### config.mk
export PLATFORM = sky130hd
export DESIGN_NAME = hsv_to_rgb_converter_flat
export DESIGN_NICKNAME = d
export VERILOG_FILES = /design/src/hsv2rgb_pkg.sv /design/src/hsv2rgb_if.sv /design/src/hsv_to_rgb_converter.sv /design/src/hsv2rgb_front.sv /design/src/hsv2rgb_scale.sv /design/src/flat_wrapper.sv
export SDC_FILE = /design/constraint.sdc
export NUM_CORES = 2
export LEC_CHECK = 0
export ABC_CLOCK_PERIOD_IN_PS = 15550
export BUFFER_PORTS_ARGS = -buffer_cell sky130_fd_sc_hd__buf_2
export CAP_MARGIN = 10
export CORE_ASPECT_RATIO = 0.8
export CORE_MARGIN = 2
export CORE_UTILIZATION = 60
export CTS_BUF_LIST = sky130_fd_sc_hd__clkbuf_4 sky130_fd_sc_hd__clkbuf_8
export DETAILED_ROUTE_END_ITERATION = 12
export GPL_TIMING_DRIVEN = 0
export PLACE_DENSITY = 0.77
export SLEW_MARGIN = 20
export SYNTH_ARGS = -nofsm -noshare
export SYNTH_HDL_FRONTEND = slang
export SYNTH_SLANG_ARGS = --single-unit
### constraint.sdc
create_clock -name clk -period 15.55 [get_ports clk]
set_input_delay 3.8875 -clock clk [delete_from_list [all_inputs] [get_ports clk]]
set_output_delay 3.8875 -clock clk [all_outputs]
set_load 0.01 [all_outputs]
### src/hsv2rgb_pkg.sv
// hsv2rgb_pkg: types, constants and sector lookup for the HSV to RGB converter.
// No dependencies; used by every other file in src.
`default_nettype none

package hsv2rgb_pkg;

  // Field widths
  localparam int HUE_W   = 9;
  localparam int PCT_W   = 7;
  localparam int COLOR_W = 8;
  localparam int SV_W    = 14;   // s*v, at most 127*127
  localparam int K_W     = 6;    // 0..60
  localparam int NUM_W   = 20;   // channel numerator over 600000
  localparam int PROD_W  = 24;   // 17 * numerator
  localparam int Y_W     = 18;   // numerator * 17 / 64
  localparam int RPROD_W = 27;   // y * reciprocal

  // Range limits and hue geometry
  localparam int HUE_MAX     = 360;
  localparam int PCT_MAX     = 100;
  localparam int SECTOR_DEG  = 60;
  localparam int HUE_WRAP    = 120;
  localparam int CHROMA_FACT = 60;    // C' = s*v*60
  localparam int M_FACT      = 6000;  // 100*v*60

  // 255/600000 = 17/40000 = (17/64)/625
  localparam int SCALE_NUM   = 17;
  localparam int SCALE_SHIFT = 6;
  localparam int DIV_D       = 625;
  localparam int RECIP_SHIFT = 18;
  localparam int RECIP       = (1 << RECIP_SHIFT) / DIV_D;  // 419, never over

  // 60-degree hue sectors
  typedef enum logic [2:0] {
    SEC_RY = 3'd0,  // red to yellow
    SEC_YG = 3'd1,
    SEC_GC = 3'd2,
    SEC_CB = 3'd3,
    SEC_BM = 3'd4,
    SEC_MR = 3'd5   // magenta to red, includes 360
  } sector_t;

  // What a channel gets before scaling: m alone, x+m or c+m
  typedef enum logic [1:0] {
    SEL_M  = 2'd0,
    SEL_XM = 2'd1,
    SEL_CM = 2'd2
  } sel_t;

  typedef struct packed {
    sel_t r;
    sel_t g;
    sel_t b;
  } rgb_sel_t;

  // Result of the front stages, one numerator per channel
  typedef struct packed {
    logic             ok;
    logic [NUM_W-1:0] num_r;
    logic [NUM_W-1:0] num_g;
    logic [NUM_W-1:0] num_b;
  } front_item_t;

  // Stage load enables for the scaling pipeline
  typedef struct packed {
    logic s3;
    logic s4;
    logic s5;
    logic v4;   // stage 4 holds an item
  } scl_en_t;

  function automatic rgb_sel_t sector_sel(sector_t sec);
    rgb_sel_t sel;
    case (sec)
      SEC_RY:  sel = '{r: SEL_CM, g: SEL_XM, b: SEL_M };
      SEC_YG:  sel = '{r: SEL_XM, g: SEL_CM, b: SEL_M };
      SEC_GC:  sel = '{r: SEL_M,  g: SEL_CM, b: SEL_XM};
      SEC_CB:  sel = '{r: SEL_M,  g: SEL_XM, b: SEL_CM};
      SEC_BM:  sel = '{r: SEL_XM, g: SEL_M,  b: SEL_CM};
      SEC_MR:  sel = '{r: SEL_CM, g: SEL_M,  b: SEL_XM};
      default: sel = '{r: SEL_M,  g: SEL_M,  b: SEL_M };
    endcase
    return sel;
  endfunction

endpackage

`default_nettype wire

### src/hsv2rgb_if.sv
// hsv2rgb_in_if / hsv2rgb_out_if: valid/ready channels of the converter.
// Depends on hsv2rgb_pkg for field widths.
`default_nettype none

interface hsv2rgb_in_if;
  logic                            valid;
  logic                            ready;
  logic [hsv2rgb_pkg::HUE_W-1:0]   hue;
  logic [hsv2rgb_pkg::PCT_W-1:0]   saturation;
  logic [hsv2rgb_pkg::PCT_W-1:0]   brightness;

  modport source (output valid, hue, saturation, brightness, input ready);
  modport sink   (input valid, hue, saturation, brightness, output ready);
endinterface

interface hsv2rgb_out_if;
  logic                              valid;
  logic                              ready;
  logic [hsv2rgb_pkg::COLOR_W-1:0]   red;
  logic [hsv2rgb_pkg::COLOR_W-1:0]   green;
  logic [hsv2rgb_pkg::COLOR_W-1:0]   blue;
  logic                              valid_res;

  modport source (output valid, red, green, blue, valid_res, input ready);
  modport sink   (input valid, red, green, blue, valid_res, output ready);
endinterface

`default_nettype wire

### src/hsv_to_rgb_converter.sv
// hsv_to_rgb_converter: top level, five-stage HSV to RGB pipeline with valid/ready.
// Depends on hsv2rgb_pkg, hsv2rgb_if, hsv2rgb_front and hsv2rgb_scale.
//
//   channel   dir  payload                           item
//   hsv_in    in   hue[9] saturation[7] brightness[7] one HSV pixel
//   rgb_out   out  red[8] green[8] blue[8] valid_res  one RGB pixel
//
// One item per cycle while rgb_out.ready holds; an accepted item passes through the
// stage 1 to 5 registers in order, and rgb_out.valid rises once it is in stage 5.
// Stages: range/sector/s*v, chroma and numerators, x17, reciprocal, correction.
// Each stage carries a valid bit and loads when empty or when the stage after
// it moves, so bubbles fill while the output waits; a stall loses nothing.
// rst (synchronous) empties the pipeline; data registers are not cleared.
`default_nettype none

module hsv_to_rgb_converter (
  input  wire logic     clk,
  input  wire logic     rst,
  hsv2rgb_in_if.sink    hsv_in,
  hsv2rgb_out_if.source rgb_out
);

  hsv2rgb_pkg::front_item_t front_item;
  logic                     front_valid;
  logic                     vld3, vld4, vld5;
  logic                     ok3, ok4, ok5;
  logic                     adv3, adv4, adv5;
  hsv2rgb_pkg::scl_en_t     en;

  hsv2rgb_front u_front (
    .clk        (clk),
    .rst        (rst),
    .hsv_in     (hsv_in),
    .item       (front_item),
    .item_valid (front_valid),
    .item_ready (adv3)
  );

  // Back-pressure chain for the scaling stages
  assign adv5  = !vld5 || rgb_out.ready;
  assign adv4  = !vld4 || adv5;
  assign adv3  = !vld3 || adv4;
  assign en.s3 = adv3;
  assign en.s4 = adv4;
  assign en.s5 = adv5;
  assign en.v4 = vld4;

  // Valid bits for stages 3 to 5
  always_ff @(posedge clk) begin
    if (rst) begin
      vld3 <= 1'b0;
      vld4 <= 1'b0;
      vld5 <= 1'b0;
    end else begin
      if (adv3) vld3 <= front_valid;
      if (adv4) vld4 <= vld3;
      if (adv5) vld5 <= vld4;
    end
  end

  // In-range flag rides along with the channel data
  always_ff @(posedge clk) begin
    if (adv3) ok3 <= front_item.ok;
    if (adv4) ok4 <= ok3;
    if (adv5) ok5 <= ok4;
  end

  hsv2rgb_scale u_scale_r (
    .clk   (clk),
    .rst   (rst),
    .en    (en),
    .num   (front_item.num_r),
    .color (rgb_out.red)
  );

  hsv2rgb_scale u_scale_g (
    .clk   (clk),
    .rst   (rst),
    .en    (en),
    .num   (front_item.num_g),
    .color (rgb_out.green)
  );

  hsv2rgb_scale u_scale_b (
    .clk   (clk),
    .rst   (rst),
    .en    (en),
    .num   (front_item.num_b),
    .color (rgb_out.blue)
  );

  assign rgb_out.valid     = vld5;
  assign rgb_out.valid_res = ok5;

  // Out-of-range items come out black
  a_oor_black: assert property (@(posedge clk) disable iff (rst)
    rgb_out.valid && !rgb_out.valid_res |->
      rgb_out.red == '0 && rgb_out.green == '0 && rgb_out.blue == '0)
    else $error("converter: out-of-range item with nonzero color");

  // Pipeline is empty right after reset
  a_reset_empty: assert property (@(posedge clk)
    $past(rst) |-> !vld3 && !vld4 && !vld5)
    else $error("converter: pipeline not empty after reset");

  // A held stage-3 item is not dropped while stage 4 is blocked
  a_hold_s3: assert property (@(posedge clk) disable iff (rst)
    vld3 && !adv4 |=> vld3)
    else $error("converter: stage 3 item lost during stall");

endmodule

`default_nettype wire

### src/hsv2rgb_front.sv
// hsv2rgb_front: stages 1 and 2, range check, sector, chroma and channel numerators.
// Depends on hsv2rgb_pkg and hsv2rgb_in_if.
`default_nettype none

module hsv2rgb_front (
  input  wire logic               clk,
  input  wire logic               rst,
  hsv2rgb_in_if.sink              hsv_in,
  output hsv2rgb_pkg::front_item_t item,
  output logic                    item_valid,
  input  wire logic               item_ready
);

  // Stage 1 registers
  logic                              vld1;
  logic                              ok1;
  hsv2rgb_pkg::sector_t              sec1;
  logic [hsv2rgb_pkg::SV_W-1:0]      sv1;
  logic [hsv2rgb_pkg::K_W-1:0]       k1;
  logic [hsv2rgb_pkg::PCT_W-1:0]     v1;

  // Stage 2 registers
  logic                              vld2;
  hsv2rgb_pkg::front_item_t          item2;

  logic adv1, adv2;

  // Stage 1 combinational
  logic                              ok_c;
  hsv2rgb_pkg::sector_t              sec_c;
  logic [hsv2rgb_pkg::HUE_W-1:0]     base_c;
  logic [hsv2rgb_pkg::HUE_W-1:0]     hm_c;
  logic [hsv2rgb_pkg::HUE_W-1:0]     kfull_c;
  logic [hsv2rgb_pkg::SV_W-1:0]      sv_c;

  // Stage 2 combinational
  logic [hsv2rgb_pkg::NUM_W-1:0]     c_c, x_c, m_c, cm_c, xm_c;
  hsv2rgb_pkg::rgb_sel_t             sel_c;
  hsv2rgb_pkg::front_item_t          item_c;

  // Pipeline advance, each stage moves when it is empty or its successor moves
  assign adv2         = !vld2 || item_ready;
  assign adv1         = !vld1 || adv2;
  assign hsv_in.ready = adv1;
  assign item_valid   = vld2;
  assign item         = item2;

  // Range check and 60-degree sector
  always_comb begin
    ok_c = (hsv_in.hue <= hsv2rgb_pkg::HUE_W'(hsv2rgb_pkg::HUE_MAX))
        && (hsv_in.saturation <= hsv2rgb_pkg::PCT_W'(hsv2rgb_pkg::PCT_MAX))
        && (hsv_in.brightness <= hsv2rgb_pkg::PCT_W'(hsv2rgb_pkg::PCT_MAX));
    if (hsv_in.hue < hsv2rgb_pkg::HUE_W'(hsv2rgb_pkg::SECTOR_DEG)) begin
      sec_c = hsv2rgb_pkg::SEC_RY;
    end else if (hsv_in.hue < hsv2rgb_pkg::HUE_W'(2 * hsv2rgb_pkg::SECTOR_DEG)) begin
      sec_c = hsv2rgb_pkg::SEC_YG;
    end else if (hsv_in.hue < hsv2rgb_pkg::HUE_W'(3 * hsv2rgb_pkg::SECTOR_DEG)) begin
      sec_c = hsv2rgb_pkg::SEC_GC;
    end else if (hsv_in.hue < hsv2rgb_pkg::HUE_W'(4 * hsv2rgb_pkg::SECTOR_DEG)) begin
      sec_c = hsv2rgb_pkg::SEC_CB;
    end else if (hsv_in.hue < hsv2rgb_pkg::HUE_W'(5 * hsv2rgb_pkg::SECTOR_DEG)) begin
      sec_c = hsv2rgb_pkg::SEC_BM;
    end else begin
      sec_c = hsv2rgb_pkg::SEC_MR;
    end
  end

  // hue less the base of its 120-degree span from the sector, then k = 60 - |hm - 60|
  always_comb begin
    case (sec_c)
      hsv2rgb_pkg::SEC_RY, hsv2rgb_pkg::SEC_YG: base_c = '0;
      hsv2rgb_pkg::SEC_GC, hsv2rgb_pkg::SEC_CB:
        base_c = hsv2rgb_pkg::HUE_W'(hsv2rgb_pkg::HUE_WRAP);
      default: base_c = hsv2rgb_pkg::HUE_W'(2 * hsv2rgb_pkg::HUE_WRAP);
    endcase
    hm_c    = hsv_in.hue - base_c;
    kfull_c = (hm_c >= hsv2rgb_pkg::HUE_W'(hsv2rgb_pkg::SECTOR_DEG))
            ? hsv2rgb_pkg::HUE_W'(hsv2rgb_pkg::HUE_WRAP) - hm_c : hm_c;
    sv_c    = {{(hsv2rgb_pkg::SV_W - hsv2rgb_pkg::PCT_W){1'b0}}, hsv_in.saturation}
            * {{(hsv2rgb_pkg::SV_W - hsv2rgb_pkg::PCT_W){1'b0}}, hsv_in.brightness};
  end

  // Stage 1 register
  always_ff @(posedge clk) begin
    if (rst) begin
      vld1 <= 1'b0;
    end else if (adv1) begin
      vld1 <= hsv_in.valid;
    end
  end

  always_ff @(posedge clk) begin
    if (adv1) begin
      ok1  <= ok_c;
      sec1 <= sec_c;
      sv1  <= sv_c;
      k1   <= kfull_c[hsv2rgb_pkg::K_W-1:0];
      v1   <= hsv_in.brightness;
    end
  end

  // Chroma, x and m over 600000; pick per channel, zero when out of range
  always_comb begin
    c_c  = {{(hsv2rgb_pkg::NUM_W - hsv2rgb_pkg::SV_W){1'b0}}, sv1}
         * hsv2rgb_pkg::NUM_W'(hsv2rgb_pkg::CHROMA_FACT);
    x_c  = {{(hsv2rgb_pkg::NUM_W - hsv2rgb_pkg::SV_W){1'b0}}, sv1}
         * {{(hsv2rgb_pkg::NUM_W - hsv2rgb_pkg::K_W){1'b0}}, k1};
    m_c  = {{(hsv2rgb_pkg::NUM_W - hsv2rgb_pkg::PCT_W){1'b0}}, v1}
         * hsv2rgb_pkg::NUM_W'(hsv2rgb_pkg::M_FACT) - c_c;
    cm_c = c_c + m_c;
    xm_c = x_c + m_c;
    sel_c = hsv2rgb_pkg::sector_sel(sec1);
    item_c.ok = ok1;
    case (sel_c.r)
      hsv2rgb_pkg::SEL_CM: item_c.num_r = cm_c;
      hsv2rgb_pkg::SEL_XM: item_c.num_r = xm_c;
      default:             item_c.num_r = m_c;
    endcase
    case (sel_c.g)
      hsv2rgb_pkg::SEL_CM: item_c.num_g = cm_c;
      hsv2rgb_pkg::SEL_XM: item_c.num_g = xm_c;
      default:             item_c.num_g = m_c;
    endcase
    case (sel_c.b)
      hsv2rgb_pkg::SEL_CM: item_c.num_b = cm_c;
      hsv2rgb_pkg::SEL_XM: item_c.num_b = xm_c;
      default:             item_c.num_b = m_c;
    endcase
    if (!ok1) begin
      item_c.num_r = '0;
      item_c.num_g = '0;
      item_c.num_b = '0;
    end
  end

  // Stage 2 register
  always_ff @(posedge clk) begin
    if (rst) begin
      vld2 <= 1'b0;
    end else if (adv2) begin
      vld2 <= vld1;
    end
  end

  always_ff @(posedge clk) begin
    if (adv2) begin
      item2 <= item_c;
    end
  end

endmodule

`default_nettype wire

### src/hsv2rgb_scale.sv
// hsv2rgb_scale: stages 3 to 5 for one channel, floor(numerator * 255 / 600000).
// Depends on hsv2rgb_pkg; the top level drives the stage enables.
`default_nettype none

module hsv2rgb_scale (
  input  wire logic                          clk,
  input  wire logic                          rst,
  input  hsv2rgb_pkg::scl_en_t               en,
  input  wire logic [hsv2rgb_pkg::NUM_W-1:0] num,
  output logic [hsv2rgb_pkg::COLOR_W-1:0]    color
);

  logic [hsv2rgb_pkg::PROD_W-1:0]  prod3_c;
  logic [hsv2rgb_pkg::Y_W-1:0]     y3;
  logic [hsv2rgb_pkg::RPROD_W-1:0] prod4_c;
  logic [hsv2rgb_pkg::Y_W-1:0]     y4;
  logic [hsv2rgb_pkg::COLOR_W-1:0] q4;
  logic [hsv2rgb_pkg::Y_W-1:0]     rem_c;
  logic [hsv2rgb_pkg::COLOR_W-1:0] q_c;

  // Stage 3: times 17, drop six bits (exact nested floor)
  assign prod3_c = {{(hsv2rgb_pkg::PROD_W - hsv2rgb_pkg::NUM_W){1'b0}}, num}
                 * hsv2rgb_pkg::PROD_W'(hsv2rgb_pkg::SCALE_NUM);

  always_ff @(posedge clk) begin
    if (en.s3) begin
      y3 <= prod3_c[hsv2rgb_pkg::PROD_W-1:hsv2rgb_pkg::SCALE_SHIFT];
    end
  end

  // Stage 4: reciprocal estimate of y / 625, low by at most one
  assign prod4_c = {{(hsv2rgb_pkg::RPROD_W - hsv2rgb_pkg::Y_W){1'b0}}, y3}
                 * hsv2rgb_pkg::RPROD_W'(hsv2rgb_pkg::RECIP);

  always_ff @(posedge clk) begin
    if (en.s4) begin
      y4 <= y3;
      q4 <= prod4_c[hsv2rgb_pkg::RECIP_SHIFT + hsv2rgb_pkg::COLOR_W - 1:
                    hsv2rgb_pkg::RECIP_SHIFT];
    end
  end

  // Stage 5: remainder check and correction
  always_comb begin
    rem_c = y4 - {{(hsv2rgb_pkg::Y_W - hsv2rgb_pkg::COLOR_W){1'b0}}, q4}
               * hsv2rgb_pkg::Y_W'(hsv2rgb_pkg::DIV_D);
    q_c   = (rem_c >= hsv2rgb_pkg::Y_W'(hsv2rgb_pkg::DIV_D)) ? q4 + 1'b1 : q4;
  end

  always_ff @(posedge clk) begin
    if (en.s5) begin
      color <= q_c;
    end
  end

  // Estimate is never high and never low by more than one
  a_rem_bound: assert property (@(posedge clk) disable iff (rst)
    en.s5 && en.v4 |-> rem_c < hsv2rgb_pkg::Y_W'(2 * hsv2rgb_pkg::DIV_D))
    else $error("scale: reciprocal estimate out of bounds");

endmodule

`default_nettype wire
### src/flat_wrapper.sv
// flat-port wrapper written by rule: the top's interface ports become plain ports
module hsv_to_rgb_converter_flat 
  (clk, rst, hsv_in_valid, hsv_in_hue, hsv_in_saturation, hsv_in_brightness, hsv_in_ready, rgb_out_valid, rgb_out_red, rgb_out_green, rgb_out_blue, rgb_out_valid_res, rgb_out_ready);
  hsv2rgb_in_if hsv_in_i ();
  hsv2rgb_out_if rgb_out_i ();
  input  wire logic clk;
  input  wire logic rst;
  input wire logic [$bits(hsv_in_i.valid)-1:0] hsv_in_valid;
  input wire logic [$bits(hsv_in_i.hue)-1:0] hsv_in_hue;
  input wire logic [$bits(hsv_in_i.saturation)-1:0] hsv_in_saturation;
  input wire logic [$bits(hsv_in_i.brightness)-1:0] hsv_in_brightness;
  output wire logic [$bits(hsv_in_i.ready)-1:0] hsv_in_ready;
  output wire logic [$bits(rgb_out_i.valid)-1:0] rgb_out_valid;
  output wire logic [$bits(rgb_out_i.red)-1:0] rgb_out_red;
  output wire logic [$bits(rgb_out_i.green)-1:0] rgb_out_green;
  output wire logic [$bits(rgb_out_i.blue)-1:0] rgb_out_blue;
  output wire logic [$bits(rgb_out_i.valid_res)-1:0] rgb_out_valid_res;
  input wire logic [$bits(rgb_out_i.ready)-1:0] rgb_out_ready;
  assign hsv_in_i.valid = hsv_in_valid;
  assign hsv_in_i.hue = hsv_in_hue;
  assign hsv_in_i.saturation = hsv_in_saturation;
  assign hsv_in_i.brightness = hsv_in_brightness;
  assign hsv_in_ready = hsv_in_i.ready;
  assign rgb_out_valid = rgb_out_i.valid;
  assign rgb_out_red = rgb_out_i.red;
  assign rgb_out_green = rgb_out_i.green;
  assign rgb_out_blue = rgb_out_i.blue;
  assign rgb_out_valid_res = rgb_out_i.valid_res;
  assign rgb_out_i.ready = rgb_out_ready;
  hsv_to_rgb_converter u_core (.clk(clk), .rst(rst), .hsv_in(hsv_in_i), .rgb_out(rgb_out_i));
endmodule
==> run_results.csv <==
group,metric,value,unit
status,outcome,"finished, final reports clean",
yosys,synth_top_family_by_area,"adder cells",
placement,dp_hpwl,58700,um
floorplan,die_area,59400,um2
critical_path,critPathRequiredTime,11.66,ns
sta,tns,0,ns
cells_and_area,antennaDiodeCount,0,
drt,drt-initial-drc-count,1545,
critical_path,reg2reg_to,"u_core.u_front.item[39]",
global_route,grt.total_usage,24.8,%
drt,wl_per_cell,16.3,um
yosys,synth_top_area_share,23.6,%
worst_hold_path,holdCritPathClass,"flip-flop to flip-flop",
yosys,synth_area_leaders,"ha_1 24%, edfxtp_1 22%, fa_1 19%",
critical_path,cp-end-kind,"output port",
worst_hold_path,holdPathEnd,"u_core.rgb_out.valid_res",
cells_and_area,final_cells,4404,
sta,fin_crit,9.34,ns
yosys,yosys.area_share.adder,42.3,%
sta,grt_setup_unrepaired,"no",
critical_path,rr_startpoint,"u_core.u_front.sv1[0]",
critical_path,reg2reg_depth,31,
drt,viasPerCell,5.58,
floorplan,coreArea,56800,um2
global_route,antenna_found_initial,0,
worst_hold_path,holdCritStartpoint,"u_core.ok4",
yosys,ys_types,96,
worst_hold_path,hold_depth,0,
sta,slew_headroom,23.0,%
floorplan,die-width,272,um
yosys,synth-simple-area-share,9.43,%
sta,finalHoldViolCount,0,
cells_and_area,regArea,7640,um2
drt,drc,0,
global_route,grt_pass1_wl,120000,um
placement,port_buffers,52,
yosys,ys_seq_area_share,22.1,%
cells_and_area,final_nets,4608,
flow_run,cap_violations,0,
cells_and_area,area_growth,6.80,%
drt,drt-total-wl,71600,um
cts,hold_buffers,0,
yosys,synthXorXnorAreaFrac,5.40,%
cts,cts_made_buffers,47,
floorplan,die_h,218,um
yosys,netlist_top_cells_count,"779 x inv_1, 650 x ha_1, 323 x fa_1",
cells_and_area,drive_gt1_share,4.99,%
placement,pre_cts_ws,6.18,ns
drt,dr_total_vias,24600,
cells_and_area,multi_input_area,23800,um2
drt,drt.antenna.violating_nets,0,
yosys,synth.most_common_cell,"inv_1",
placement,place_inst,4319,
cts,cts.repair.resized,0,
sta,worstMarginPinSlew,1.15,ns
cts,clock-sinks,256,
floorplan,rows,78,
sta,setup_viol,0,
yosys,synth_compound_area_share,11.5,%
yosys,synth-edff-count,251,
cts,clk_latency,0.65,ns
cts,clkSlewWorstSetupHoldPaths,0.06,ns
yosys,synth_seq_cells,256,
global_route,grt_start_max_net_pins,62,
sta,layout_setup_ws,6.21,ns
yosys,synthMuxAreaShare,0.268,%
yosys,netlist_instances,3503,
cts,htreeDepth,2,
floorplan,ios,54,
yosys,synthesis.area,34500,um2
global_route,gr-total-overflow,0,
yosys,ys_warn_count,0,
yosys,avgSynthCellArea,9.85,um2
critical_path,worst_setup_path_start_kind,"input pin",
sta,fmax,107,MHz
critical_path,crit_path_max_fanout,27,
yosys,synth_fp_nets,4503,
placement,place_congestion,0.979,
sta,finClkSkew,0.0306,ns
yosys,synthArstFlopShare,0,%
critical_path,crit_arrival,5.46,ns
cts,clock_path_buffers,3,
critical_path,crit_type,"input pin to output port",
global_route,grt_pass1_vias,24400,
cts,clockRootBuffer,"clkbuf_8",
yosys,ys.flop_type,"edfxtp_1",
cts,cts_setup_buffers,0,
sta,period_share,60.1,%
drt,dr.pass1.iters,6,
cells_and_area,num-fill-cells,4574,
floorplan,initial_core_util,60.7,%
cts,cts_tree,"done",
critical_path,r2r_slack,6.87,ns
yosys,yosysTopAreaCell,"ha_1",
sta,slew_violations,0,
[logic make-up (layout without fill, tap and decap cells)]
| logic type | Yosys count | in the layout |
|---|---|---|
| AOI/OAI and AO/OA | 575 | 575 |
| buffers and inverters | 819 | 960 |
| DFF | 256 | 256 |
| muxes | 9 | 9 |
| adders and majority gates | 973 | 973 |
| xor gates and xnor gates | 210 | 210 |
| and+or+nand+nor | 661 | 661 |
[sequential cells by signal, indices dropped and copies added (netlist names), 14 cells and up]
register             cells
u_core.u_front.item     61
u_core.u_scale_r.y3     18
u_core.u_front.sv1      14
u_core.u_scale_g.y3     18
u_core.u_scale_r.y4     18
u_core.u_scale_g.y4     18
u_core.u_scale_b.y3     18
u_core.u_scale_b.y4     18
[worst max-delay path: stages]
cell and delay [ns]:
buf_2 0.09, nor2b_1 0.37, and3_1 0.39, nand3_2 0.27, buf_12 0.26, buf_2 0.16
[metrics by stage]
stage                     cell area, um2  utilization [%]  hold WS, ns
after CTS                          36800             64.9        0.426
after floorplan                    34500                -        0.400
after global placement             35700             62.9        0.414
after global routing               36800             64.9        0.445
after detailed placement           35800             63.1        0.412
final                              36800             64.9        0.423
[cell usage in the layout (no fill, tap or decap), types with 52 or more instances in the layout]
| cell type | Yosys | final |
|---|---|---|
| a211oi_1 | 53 | 53 |
| ha_1 | 650 | 650 |
| nor3_1 | 65 | 65 |
| xnor2_1 | 142 | 141 |
| a21oi_1 | 138 | 138 |
| nand2_1 | 202 | 200 |
| edfxtp_1 | 251 | 251 |
| fa_1 | 323 | 323 |
| inv_1 | 779 | 777 |
| xor2_1 | 65 | 65 |
| buf_2 | 0 | 52 |
| nor2_1 | 141 | 141 |
| o21ai_0 | 76 | 76 |
[how the worst max path moves through the flow]
stage	cells after the start	slack, ns	to	from
2_1_floorplan	3	6.48	hsv_in_ready	rgb_out_ready
3_3_place_gp	5	5.34	hsv_in_ready	rgb_out_ready
3_5_place_dp	6	6.18	hsv_in_ready	rgb_out_ready
4_1_cts	6	6.18	hsv_in_ready	rgb_out_ready
5_1_grt	6	6.07	hsv_in_ready	rgb_out_ready
6_report	6	6.21	hsv_in_ready	rgb_out_ready
[per-layer routing]
layer	global-route usage (%)	up-vias	routed length, um
met3	4.52	151	4280
met4	6.14	0	1910
met5	0	-	0
li1	-	12000	-
met1	34.9	11800	33900
met2	39.8	586	31500
[area by class of cell]
class                      count  area share [%]
clock inverter                25           0.730
tap                          760            2.58
sequential                   256            20.7
buffer                        40           0.418
multi-input combinational   2428            64.6
clock buffer                  60            2.02
timing repair buffer          56           0.964
inverter                     779            7.94
Power is left out: the tool's default activity adds up to more than one toggle a clock period on the data nets, which glitch-free logic cannot reach.
